$ cat config.mk
export PLATFORM = sky130hd
export DESIGN_NAME = days_until_next_date
export DESIGN_NICKNAME = d
export VERILOG_FILES = /design/src/design/dund_pkg.sv /design/src/design/dund_ctrl.sv /design/src/design/dund_datapath.sv /design/src/design/days_until_next_date.sv
export SDC_FILE = /design/constraint.sdc
export NUM_CORES = 1
export LEC_CHECK = 0
export ABC_AREA = 1
export ABC_CLOCK_PERIOD_IN_PS = 6200
export BUFFER_PORTS_ARGS = -buffer_cell sky130_fd_sc_hd__buf_4
export CAP_MARGIN = 25
export CELL_PAD_IN_SITES_DETAIL_PLACEMENT = 1
export CELL_PAD_IN_SITES_GLOBAL_PLACEMENT = 1
export CORE_MARGIN = 10
export CORE_UTILIZATION = 45
export DETAILED_ROUTE_END_ITERATION = 12
export GPL_TIMING_DRIVEN = 0
export PLACE_DENSITY = 0.86
export SLEW_MARGIN = 20
export SYNTH_ARGS = -nofsm -noshare
export SYNTH_HDL_FRONTEND = slang
export SYNTH_HIERARCHICAL = 1
export SYNTH_SLANG_ARGS = --single-unit
$ cat constraint.sdc
create_clock -name clk_i -period 6.2 [get_ports clk_i]
set_clock_uncertainty 0.2 [all_clocks]
set_input_delay 0.62 -clock clk_i [delete_from_list [all_inputs] [get_ports clk_i]]
set_output_delay 0.62 -clock clk_i [all_outputs]
set_load 0.02 [all_outputs]
$ cat src/design/dund_pkg.sv
// shared types, constants and calendar helpers for days_until_next_date
// no dependencies

package dund_pkg;

  localparam int unsigned DAY_W   = 5;
  localparam int unsigned MONTH_W = 4;
  localparam int unsigned YEAR_W  = 14;
  localparam int unsigned DAYS_W  = 10;
  localparam int unsigned REM_W   = 9;   // holds year mod 400
  localparam int unsigned SHIFT_W = 3;

  localparam logic [YEAR_W-1:0]  YEAR_MAX     = {YEAR_W{1'b1}};
  localparam logic [YEAR_W-1:0]  LEAP_PERIOD  = YEAR_W'(400);
  localparam logic [REM_W-1:0]   REM_LAST     = REM_W'(399);
  localparam logic [REM_W-1:0]   CENTURY_1    = REM_W'(100);
  localparam logic [REM_W-1:0]   CENTURY_2    = REM_W'(200);
  localparam logic [REM_W-1:0]   CENTURY_3    = REM_W'(300);
  localparam logic [SHIFT_W-1:0] REDUCE_TOP   = SHIFT_W'(5);
  localparam logic [DAY_W-1:0]   FIRST_DAY    = DAY_W'(1);
  localparam logic [MONTH_W-1:0] JANUARY      = MONTH_W'(1);
  localparam logic [MONTH_W-1:0] FEBRUARY     = MONTH_W'(2);
  localparam logic [MONTH_W-1:0] DECEMBER     = MONTH_W'(12);
  localparam logic [DAY_W-1:0]   LONG_MONTH   = DAY_W'(31);
  localparam logic [DAY_W-1:0]   LEAP_FEB     = DAY_W'(29);

  localparam logic [DAY_W-1:0] MONTH_LEN [12] = '{
    5'd31, 5'd28, 5'd31, 5'd30, 5'd31, 5'd30,
    5'd31, 5'd31, 5'd30, 5'd31, 5'd30, 5'd31
  };

  typedef enum logic [3:0] {
    ST_IDLE   = 4'b0001,
    ST_REDUCE = 4'b0010,
    ST_WALK   = 4'b0100,
    ST_DONE   = 4'b1000
  } state_e;

  typedef struct packed {
    logic               load;
    logic               reduce;
    logic [SHIFT_W-1:0] reduce_k;
    logic               walk;
  } cmd_t;

  typedef struct packed {
    logic match;
    logic at_limit;
  } status_t;

  // leap test from year mod 400
  function automatic logic leap_from_rem(input logic [REM_W-1:0] rem);
    leap_from_rem = (rem[1:0] == 2'b00) && (rem != CENTURY_1) &&
                    (rem != CENTURY_2) && (rem != CENTURY_3);
  endfunction

  function automatic logic [DAY_W-1:0] month_days(input logic [MONTH_W-1:0] m,
                                                  input logic leap);
    logic [MONTH_W-1:0] idx;
    idx = m - JANUARY;
    if (m < JANUARY || m > DECEMBER) begin
      month_days = LONG_MONTH;
    end else if (m == FEBRUARY && leap) begin
      month_days = LEAP_FEB;
    end else begin
      month_days = MONTH_LEN[idx];
    end
  endfunction

endpackage

$ cat src/design/dund_ctrl.sv
// controller fsm for days_until_next_date: sequences reduce, walk and result
// depends on dund_pkg

module dund_ctrl (
  input  logic              clk_i,
  input  logic              rst_ni,
  input  logic              start_i,
  input  dund_pkg::status_t status_i,
  output dund_pkg::cmd_t    cmd_o,
  output logic              busy_o,
  output logic              done_o
);

  dund_pkg::state_e                state_q, state_d;
  logic [dund_pkg::SHIFT_W-1:0]    k_q, k_d;

  always_comb begin
    state_d         = state_q;
    k_d             = k_q;
    cmd_o.load      = 1'b0;
    cmd_o.reduce    = 1'b0;
    cmd_o.reduce_k  = k_q;
    cmd_o.walk      = 1'b0;
    case (state_q)
      dund_pkg::ST_IDLE: begin
        if (start_i) begin
          cmd_o.load = 1'b1;
          k_d        = dund_pkg::REDUCE_TOP;
          state_d    = dund_pkg::ST_REDUCE;
        end
      end
      dund_pkg::ST_REDUCE: begin
        cmd_o.reduce = 1'b1;
        if (k_q == '0) begin
          state_d = dund_pkg::ST_WALK;
        end else begin
          k_d = k_q - 1'b1;
        end
      end
      dund_pkg::ST_WALK: begin
        if (status_i.match) begin
          state_d = dund_pkg::ST_DONE;
        end else begin
          cmd_o.walk = 1'b1;
          // this step pushes the count past the limit
          if (status_i.at_limit) begin
            state_d = dund_pkg::ST_DONE;
          end
        end
      end
      dund_pkg::ST_DONE: begin
        state_d = dund_pkg::ST_IDLE;
      end
      default: begin
        state_d = dund_pkg::ST_IDLE;
      end
    endcase
  end

  always_ff @(posedge clk_i or negedge rst_ni) begin
    if (!rst_ni) begin
      state_q <= dund_pkg::ST_IDLE;
      k_q     <= '0;
    end else begin
      state_q <= state_d;
      k_q     <= k_d;
    end
  end

  assign busy_o = (state_q != dund_pkg::ST_IDLE);
  assign done_o = (state_q == dund_pkg::ST_DONE);

endmodule

$ cat src/design/dund_datapath.sv
// datapath for days_until_next_date: date registers, year mod 400 reduction,
// one-day step logic, step counter and result registers; depends on dund_pkg

module dund_datapath #(
  parameter int unsigned MAX_STEPS = 732
) (
  input  logic                           clk_i,
  input  logic                           rst_ni,
  input  dund_pkg::cmd_t                 cmd_i,
  output dund_pkg::status_t              status_o,
  input  logic [dund_pkg::DAY_W-1:0]     today_day_i,
  input  logic [dund_pkg::MONTH_W-1:0]   today_month_i,
  input  logic [dund_pkg::YEAR_W-1:0]    today_year_i,
  input  logic [dund_pkg::DAY_W-1:0]     goal_day_i,
  input  logic [dund_pkg::MONTH_W-1:0]   goal_month_i,
  output logic [dund_pkg::YEAR_W-1:0]    goal_year_o,
  output logic [dund_pkg::DAYS_W-1:0]    days_until_o,
  output logic                           unreachable_o
);

  localparam int unsigned CNT_RAW = $clog2(MAX_STEPS + 2);
  localparam int unsigned CNT_W   = (CNT_RAW > dund_pkg::DAYS_W) ? CNT_RAW : dund_pkg::DAYS_W;
  localparam logic [CNT_W-1:0] LIMIT    = CNT_W'(MAX_STEPS);
  localparam logic [CNT_W-1:0] DAYS_SAT = CNT_W'({dund_pkg::DAYS_W{1'b1}});

  logic [dund_pkg::DAY_W-1:0]   day_q, goal_day_q;
  logic [dund_pkg::MONTH_W-1:0] month_q, goal_month_q;
  logic [dund_pkg::YEAR_W-1:0]  year_q, goal_year_q, rem_q;
  logic [CNT_W-1:0]             cnt_q;
  logic                         lost_q;

  logic                         passed;
  logic [dund_pkg::YEAR_W-1:0]  goal_year_in;
  logic [dund_pkg::YEAR_W-1:0]  sub;
  logic [dund_pkg::REM_W-1:0]   rem400;
  logic                         leap;
  logic [dund_pkg::DAY_W-1:0]   mdays;
  logic [dund_pkg::DAY_W:0]     day_inc;
  logic [dund_pkg::MONTH_W:0]   month_inc;
  logic [dund_pkg::DAY_W-1:0]   day_n;
  logic [dund_pkg::MONTH_W-1:0] month_n;
  logic [dund_pkg::YEAR_W-1:0]  year_n;
  logic [dund_pkg::YEAR_W-1:0]  rem_n;
  logic                         new_year;

  assign passed = (goal_month_i < today_month_i) ||
                  ((goal_month_i == today_month_i) && (goal_day_i < today_day_i));
  assign goal_year_in = today_year_i + dund_pkg::YEAR_W'(passed);

  // restoring reduction of the year by 400 << k
  assign sub = dund_pkg::LEAP_PERIOD << cmd_i.reduce_k;

  assign rem400 = rem_q[dund_pkg::REM_W-1:0];
  assign leap   = dund_pkg::leap_from_rem(rem400);
  assign mdays  = dund_pkg::month_days(month_q, leap);

  always_comb begin
    day_inc = {1'b0, day_q} + 1'b1;
    if (day_inc > {1'b0, mdays}) begin
      day_n     = dund_pkg::FIRST_DAY;
      month_inc = {1'b0, month_q} + 1'b1;
    end else begin
      day_n     = day_inc[dund_pkg::DAY_W-1:0];
      month_inc = {1'b0, month_q};
    end
    new_year = (month_inc > {1'b0, dund_pkg::DECEMBER});
    if (new_year) begin
      month_n = dund_pkg::JANUARY;
      year_n  = year_q + 1'b1;
      // rem restarts at zero when the year wraps to zero, a multiple of 400, or when year mod 400 is 399
      if (year_q == dund_pkg::YEAR_MAX || rem400 == dund_pkg::REM_LAST) begin
        rem_n = '0;
      end else begin
        rem_n = rem_q + 1'b1;
      end
    end else begin
      month_n = month_inc[dund_pkg::MONTH_W-1:0];
      year_n  = year_q;
      rem_n   = rem_q;
    end
  end

  assign status_o.match = (day_q == goal_day_q) && (month_q == goal_month_q) &&
                          (year_q == goal_year_q);
  assign status_o.at_limit = (cnt_q >= LIMIT);

  always_ff @(posedge clk_i or negedge rst_ni) begin
    if (!rst_ni) begin
      day_q        <= dund_pkg::FIRST_DAY;
      month_q      <= dund_pkg::JANUARY;
      year_q       <= dund_pkg::YEAR_W'(1);
      goal_day_q   <= '0;
      goal_month_q <= '0;
      goal_year_q  <= '0;
      rem_q        <= dund_pkg::YEAR_W'(1);
      cnt_q        <= '0;
      lost_q       <= 1'b0;
    end else if (cmd_i.load) begin
      day_q        <= today_day_i;
      month_q      <= today_month_i;
      year_q       <= today_year_i;
      goal_day_q   <= goal_day_i;
      goal_month_q <= goal_month_i;
      goal_year_q  <= goal_year_in;
      rem_q        <= today_year_i;
      cnt_q        <= '0;
      lost_q       <= 1'b0;
    end else if (cmd_i.reduce) begin
      if (rem_q >= sub) begin
        rem_q <= rem_q - sub;
      end
    end else if (cmd_i.walk) begin
      day_q   <= day_n;
      month_q <= month_n;
      year_q  <= year_n;
      rem_q   <= rem_n;
      cnt_q   <= cnt_q + 1'b1;
      lost_q  <= status_o.at_limit;
    end
  end

  assign goal_year_o   = goal_year_q;
  assign days_until_o  = (cnt_q > DAYS_SAT) ? dund_pkg::DAYS_W'(DAYS_SAT)
                                            : cnt_q[dund_pkg::DAYS_W-1:0];
  assign unreachable_o = lost_q;

endmodule

$ cat src/design/days_until_next_date.sv
// top level of days_until_next_date: counts days from today to the next
// occurrence of a target day and month; depends on dund_pkg, dund_ctrl, dund_datapath
//
// usage
//   an item (today_day_i, today_month_i, today_year_i, goal_day_i, goal_month_i)
//   is taken at a rising edge with start_i high and busy_o low
//   busy_o stays high until the result has been shown
//   the result (goal_year_o, days_until_o, unreachable_o) is valid for exactly
//   one cycle, marked by done_o; the receiver cannot stall it
// sequence
//   the year is first reduced modulo 400 by compare-and-subtract steps with
//   400 << k for k from 5 down to 0, then the walk advances one day per cycle
//   and ends with a final compare on the target, then the result is shown
//   for a single cycle; an unreachable target has no final compare and stops
//   once the step count passes MAX_STEPS
//   the next item can be taken in the cycle after done_o
// reset
//   rst_ni clears the controller to idle; no result is pending after reset

module days_until_next_date #(
  parameter int unsigned MAX_STEPS = 732
) (
  input  logic                           clk_i,
  input  logic                           rst_ni,
  input  logic                           start_i,
  output logic                           busy_o,
  output logic                           done_o,
  input  logic [dund_pkg::DAY_W-1:0]     today_day_i,
  input  logic [dund_pkg::MONTH_W-1:0]   today_month_i,
  input  logic [dund_pkg::YEAR_W-1:0]    today_year_i,
  input  logic [dund_pkg::DAY_W-1:0]     goal_day_i,
  input  logic [dund_pkg::MONTH_W-1:0]   goal_month_i,
  output logic [dund_pkg::YEAR_W-1:0]    goal_year_o,
  output logic [dund_pkg::DAYS_W-1:0]    days_until_o,
  output logic                           unreachable_o
);

  localparam int unsigned LOST_RAW = MAX_STEPS + 1;
  localparam int unsigned LOST_SAT = (1 << dund_pkg::DAYS_W) - 1;
  localparam logic [dund_pkg::DAYS_W-1:0] DAYS_LOST =
    dund_pkg::DAYS_W'((LOST_RAW > LOST_SAT) ? LOST_SAT : LOST_RAW);

  dund_pkg::cmd_t    cmd;
  dund_pkg::status_t status;

  dund_ctrl u_ctrl (
    .clk_i    (clk_i),
    .rst_ni   (rst_ni),
    .start_i  (start_i),
    .status_i (status),
    .cmd_o    (cmd),
    .busy_o   (busy_o),
    .done_o   (done_o)
  );

  dund_datapath #(
    .MAX_STEPS (MAX_STEPS)
  ) u_datapath (
    .clk_i         (clk_i),
    .rst_ni        (rst_ni),
    .cmd_i         (cmd),
    .status_o      (status),
    .today_day_i   (today_day_i),
    .today_month_i (today_month_i),
    .today_year_i  (today_year_i),
    .goal_day_i    (goal_day_i),
    .goal_month_i  (goal_month_i),
    .goal_year_o   (goal_year_o),
    .days_until_o  (days_until_o),
    .unreachable_o (unreachable_o)
  );

  // an unreachable target always reports the saturated limit count
  a_lost_count: assert property (@(posedge clk_i) disable iff (!rst_ni)
    (done_o && unreachable_o) |-> (days_until_o == DAYS_LOST))
    else $error("unreachable result with wrong count");

  // a reachable result never exceeds the step limit
  a_found_count: assert property (@(posedge clk_i) disable iff (!rst_ni)
    (done_o && !unreachable_o) |-> (32'(days_until_o) <= MAX_STEPS))
    else $error("reachable result beyond step limit");

  // the result cycle is the last busy cycle of an item
  a_done_ends: assert property (@(posedge clk_i) disable iff (!rst_ni)
    done_o |-> (busy_o ##1 !busy_o))
    else $error("done not followed by idle");

  // an accepted item never reports in the very next cycle
  a_no_early: assert property (@(posedge clk_i) disable iff (!rst_ni)
    (start_i && !busy_o) |=> (busy_o && !done_o))
    else $error("result too early after accept");

endmodule

==> results.cfg <==
[die]
initial_utilization = 0.459
die_area_mm2 = 0.0186
fp.coreArea_mm2 = 0.0132
ios = 62
die_w_um = 136
die_y_um = 136
rows = 42

[setup_path]
critPathLaunch = u_datapath/month_q[0]
startpoint_type = flip-flop
cp_cell_sequence = inv_1 > nand2_1 > nand4_1 > nor3_1 > nand3_1 > nor4_1 > nor2_1 > inv_1 > nand2_2 > nand2_1 > clkinv_1 > nand2_1 > nor2_1 > nand2_1 > nor2_1 > o21ai_0 > a21oi_1
reg2reg_slack_ps = 1890
end_kind = flip-flop
crit_top_cell = nand2_1
path_class = reg2reg
critPathMaxFanout = 10
worstPathArrival_ps = 4340
required_ps = 6230
cp_num_buf_inv = 3
path_delay_family = simple AND/OR/NAND/NOR gates
slowest_delay_ps = 630
r2r-start = u_datapath/month_q[0]
slowest_stage = dfstp_2

[detailed_routing]
via_per_inst = 5.60
drc = 0
routed-via-count = 6346
drt-total-wl_mm = 20.6
antenna_left = 0
drt_first_pass_iters = 5
routedWlPerCell_um = 18.2
drt_iter0_drc = 526

[logic_synthesis]
yosysMostFrequentCell = nand2_1
synth_commonest_cells = nand2_1 (240), inv_1 (104), dfrtp_1 (73)
yosys_warnings = 6
synth_nets = 951
synth_cells = 879
ys_seq_elements = 78
seq_area_frac_synth = 0.322
yosysTopAreaCell = dfrtp_1
syn_area_per_cell_um2 = 6.92
ys_top_cells_by_area = dfrtp_1 (30%), nand2_1 (15%), ha_1 (7.6%), inv_1 (6.4%), nand3_1 (4.9%)
yosysTopAreaCellShare = 0.300
ys.flop_type = dfrtp_1
netlist_area_mm2 = 0.00608
yosysUniqueCellTypes = 45
synth_edf_count = 0
async_flop_share = 1.00

[cts]
cts_hold_buf = 0
postCtsSetupRepairBufs = 0
cts.sinks = 78
cts-resized-gates = 0
cts_made_buffers = 9
clock_path_buffers = 2
cts_tree = done
cts.clk_slew.worst_paths_ps = 70
htreeDepth = 3
clk_latency_ps = 350
cts_root_buffer = clkbuf_16

[timing]
setup-tns-final_ps = 0
fin_crit_sh = 0.695
rsz0062_at_grt = no
finalSetupViolCount = 0
fmax_ghz = 0.232
hold_violations = 0
slew_violations = 0
max_slew_margin = 0.472
timing.final.crit_period_ps = 4310
tightest_slew_ps = 786
whs_ps = 81.0

[global_route]
grt_use_met3 = 0.0365
met1_usage = 0.284
use_met2 = 0.368
grt-busiest-layer = met2
grt_pass1_vias = 6492
grt_overflow_total = 0
antenna_found_initial = 1
grt_pass1_wl_mm = 33.2
grt_max_degree = 44
grt_util_all_layers = 0.224

[layout]
final_area_mm2 = 0.00710
num_antenna_cells = 0
fill_cells = 1773
final_core_util = 0.536
area_growth_pct = 16.8
drive_gt1_frac = 0.129
fin_nets = 1024
final_cells = 1133

[power_and_ir_drop]
power.density_mw_per_mm2 = 540
irDropWorstVdd_mv = 0.250
p_leak_nw = 3.55

[placement]
finalWeightedCongestion = 0.895
place_area_mm2 = 0.00678
dpl.hpwl_mm = 15.7
portBuffers = 61
placed_cells = 1117

[run_status]
status = completed

[run]
maxCapViolCount = 0

[worst_hold_path]
worstHoldPathType = in2async
[layout make-up]
cell class | instances | area, um^2 | share of cell area
Buffer | 36 | 165 | 0.0233
Clock buffer | 9 | 225 | 0.0317
Clock inverter | 7 | 97.6 | 0.0137
Inverter | 112 | 420 | 0.0592
Multi-Input combinational cell | 653 | 3540 | 0.498
Sequential cell | 78 | 1960 | 0.276
Tap cell | 176 | 220 | 0.0310
Timing Repair Buffer | 62 | 478 | 0.0673
[flip-flops by register name, indices dropped and copies added (netlist names)]
register / flops
u_datapath/goal_year_o: 14
u_datapath/rem_q: 14
u_datapath/year_q: 14
u_datapath/cnt_q: 10
u_datapath/day_q: 5
u_datapath/goal_day_q: 5
u_ctrl/state_q: 4
u_datapath/goal_month_q: 4
u_datapath/month_q: 4
u_ctrl/k_q: 3
u_datapath/unreachable_o: 1
[metrics by stage]
stage	total power (W)	setup slack, ps
2_1_floorplan	0.00252	2960
3_3_place_gp	0.00311	2020
3_5_place_dp	0.00321	2010
4_1_cts	0.00382	1940
5_1_grt	0.00417	1610
6_report	0.00383	1890
[routing by layer]
layer  routed length [um]  share of wire
met4                  512          0.025
met5                    0              0
met1                 9260           0.45
met3                 1170          0.057
met2                 9630           0.47
[cells by family (layout without fill, tap and decap cells)]
family | after synthesis | in the layout | share of synthesized area
flip-flops | 78 | 78 | 0.322
AO/OA/AOI/OAI | 122 | 122 | 0.115
AND/OR/NAND/NOR | 465 | 465 | 0.348
buffers and inverters | 148 | 226 | 0.0963
adder cells (fa/ha/maj) | 37 | 37 | 0.0761
XOR/XNOR | 29 | 29 | 0.0418
[worst register-to-register path, delay by kind of cell (launching register included)]
| family | cells | cell delay, ps |
|---|---|---|
| compound gates | 2 | 210 |
| flops | 1 | 630 |
| buf+inv | 3 | 730 |
| simple gates | 12 | 2400 |
[path summary, 6_finish.rpt]
| path | end | cells past startpoint |
|---|---|---|
| max reg2reg | u_datapath/cnt_q[8] | 17 |
| max | u_datapath/cnt_q[8] | 17 |
| max in group asynchronous | u_datapath/year_q[0] | 2 |
| min in group clk_i | u_datapath/goal_month_q[3] | 3 |
| min | u_datapath/cnt_q[4] | 1 |
| min reg2reg | u_datapath/goal_day_q[4] | 2 |
[power breakdown]
group,total [W],internal (W),switching (W)
registers,0.000992,0.000726,0.000265
logic,0.00225,0.000789,0.00146
clock network,0.000591,0.000354,0.000236
[layout by cell type (no fill, tap or decap), types with 9 or more instances in the layout]
master     instances
inv_1            104
nand4_1           47
nand2_1          240
nor2_1            66
o211ai_1           9
clkbuf_16          9
nor3_1            24
a21oi_1           35
clkbuf_1          24
dfrtp_1           73
ha_1              37
nand3_1           59
o21ai_0           52
buf_4             64
xor2_1            23
Note: power is estimated with default switching activity, not from simulation.
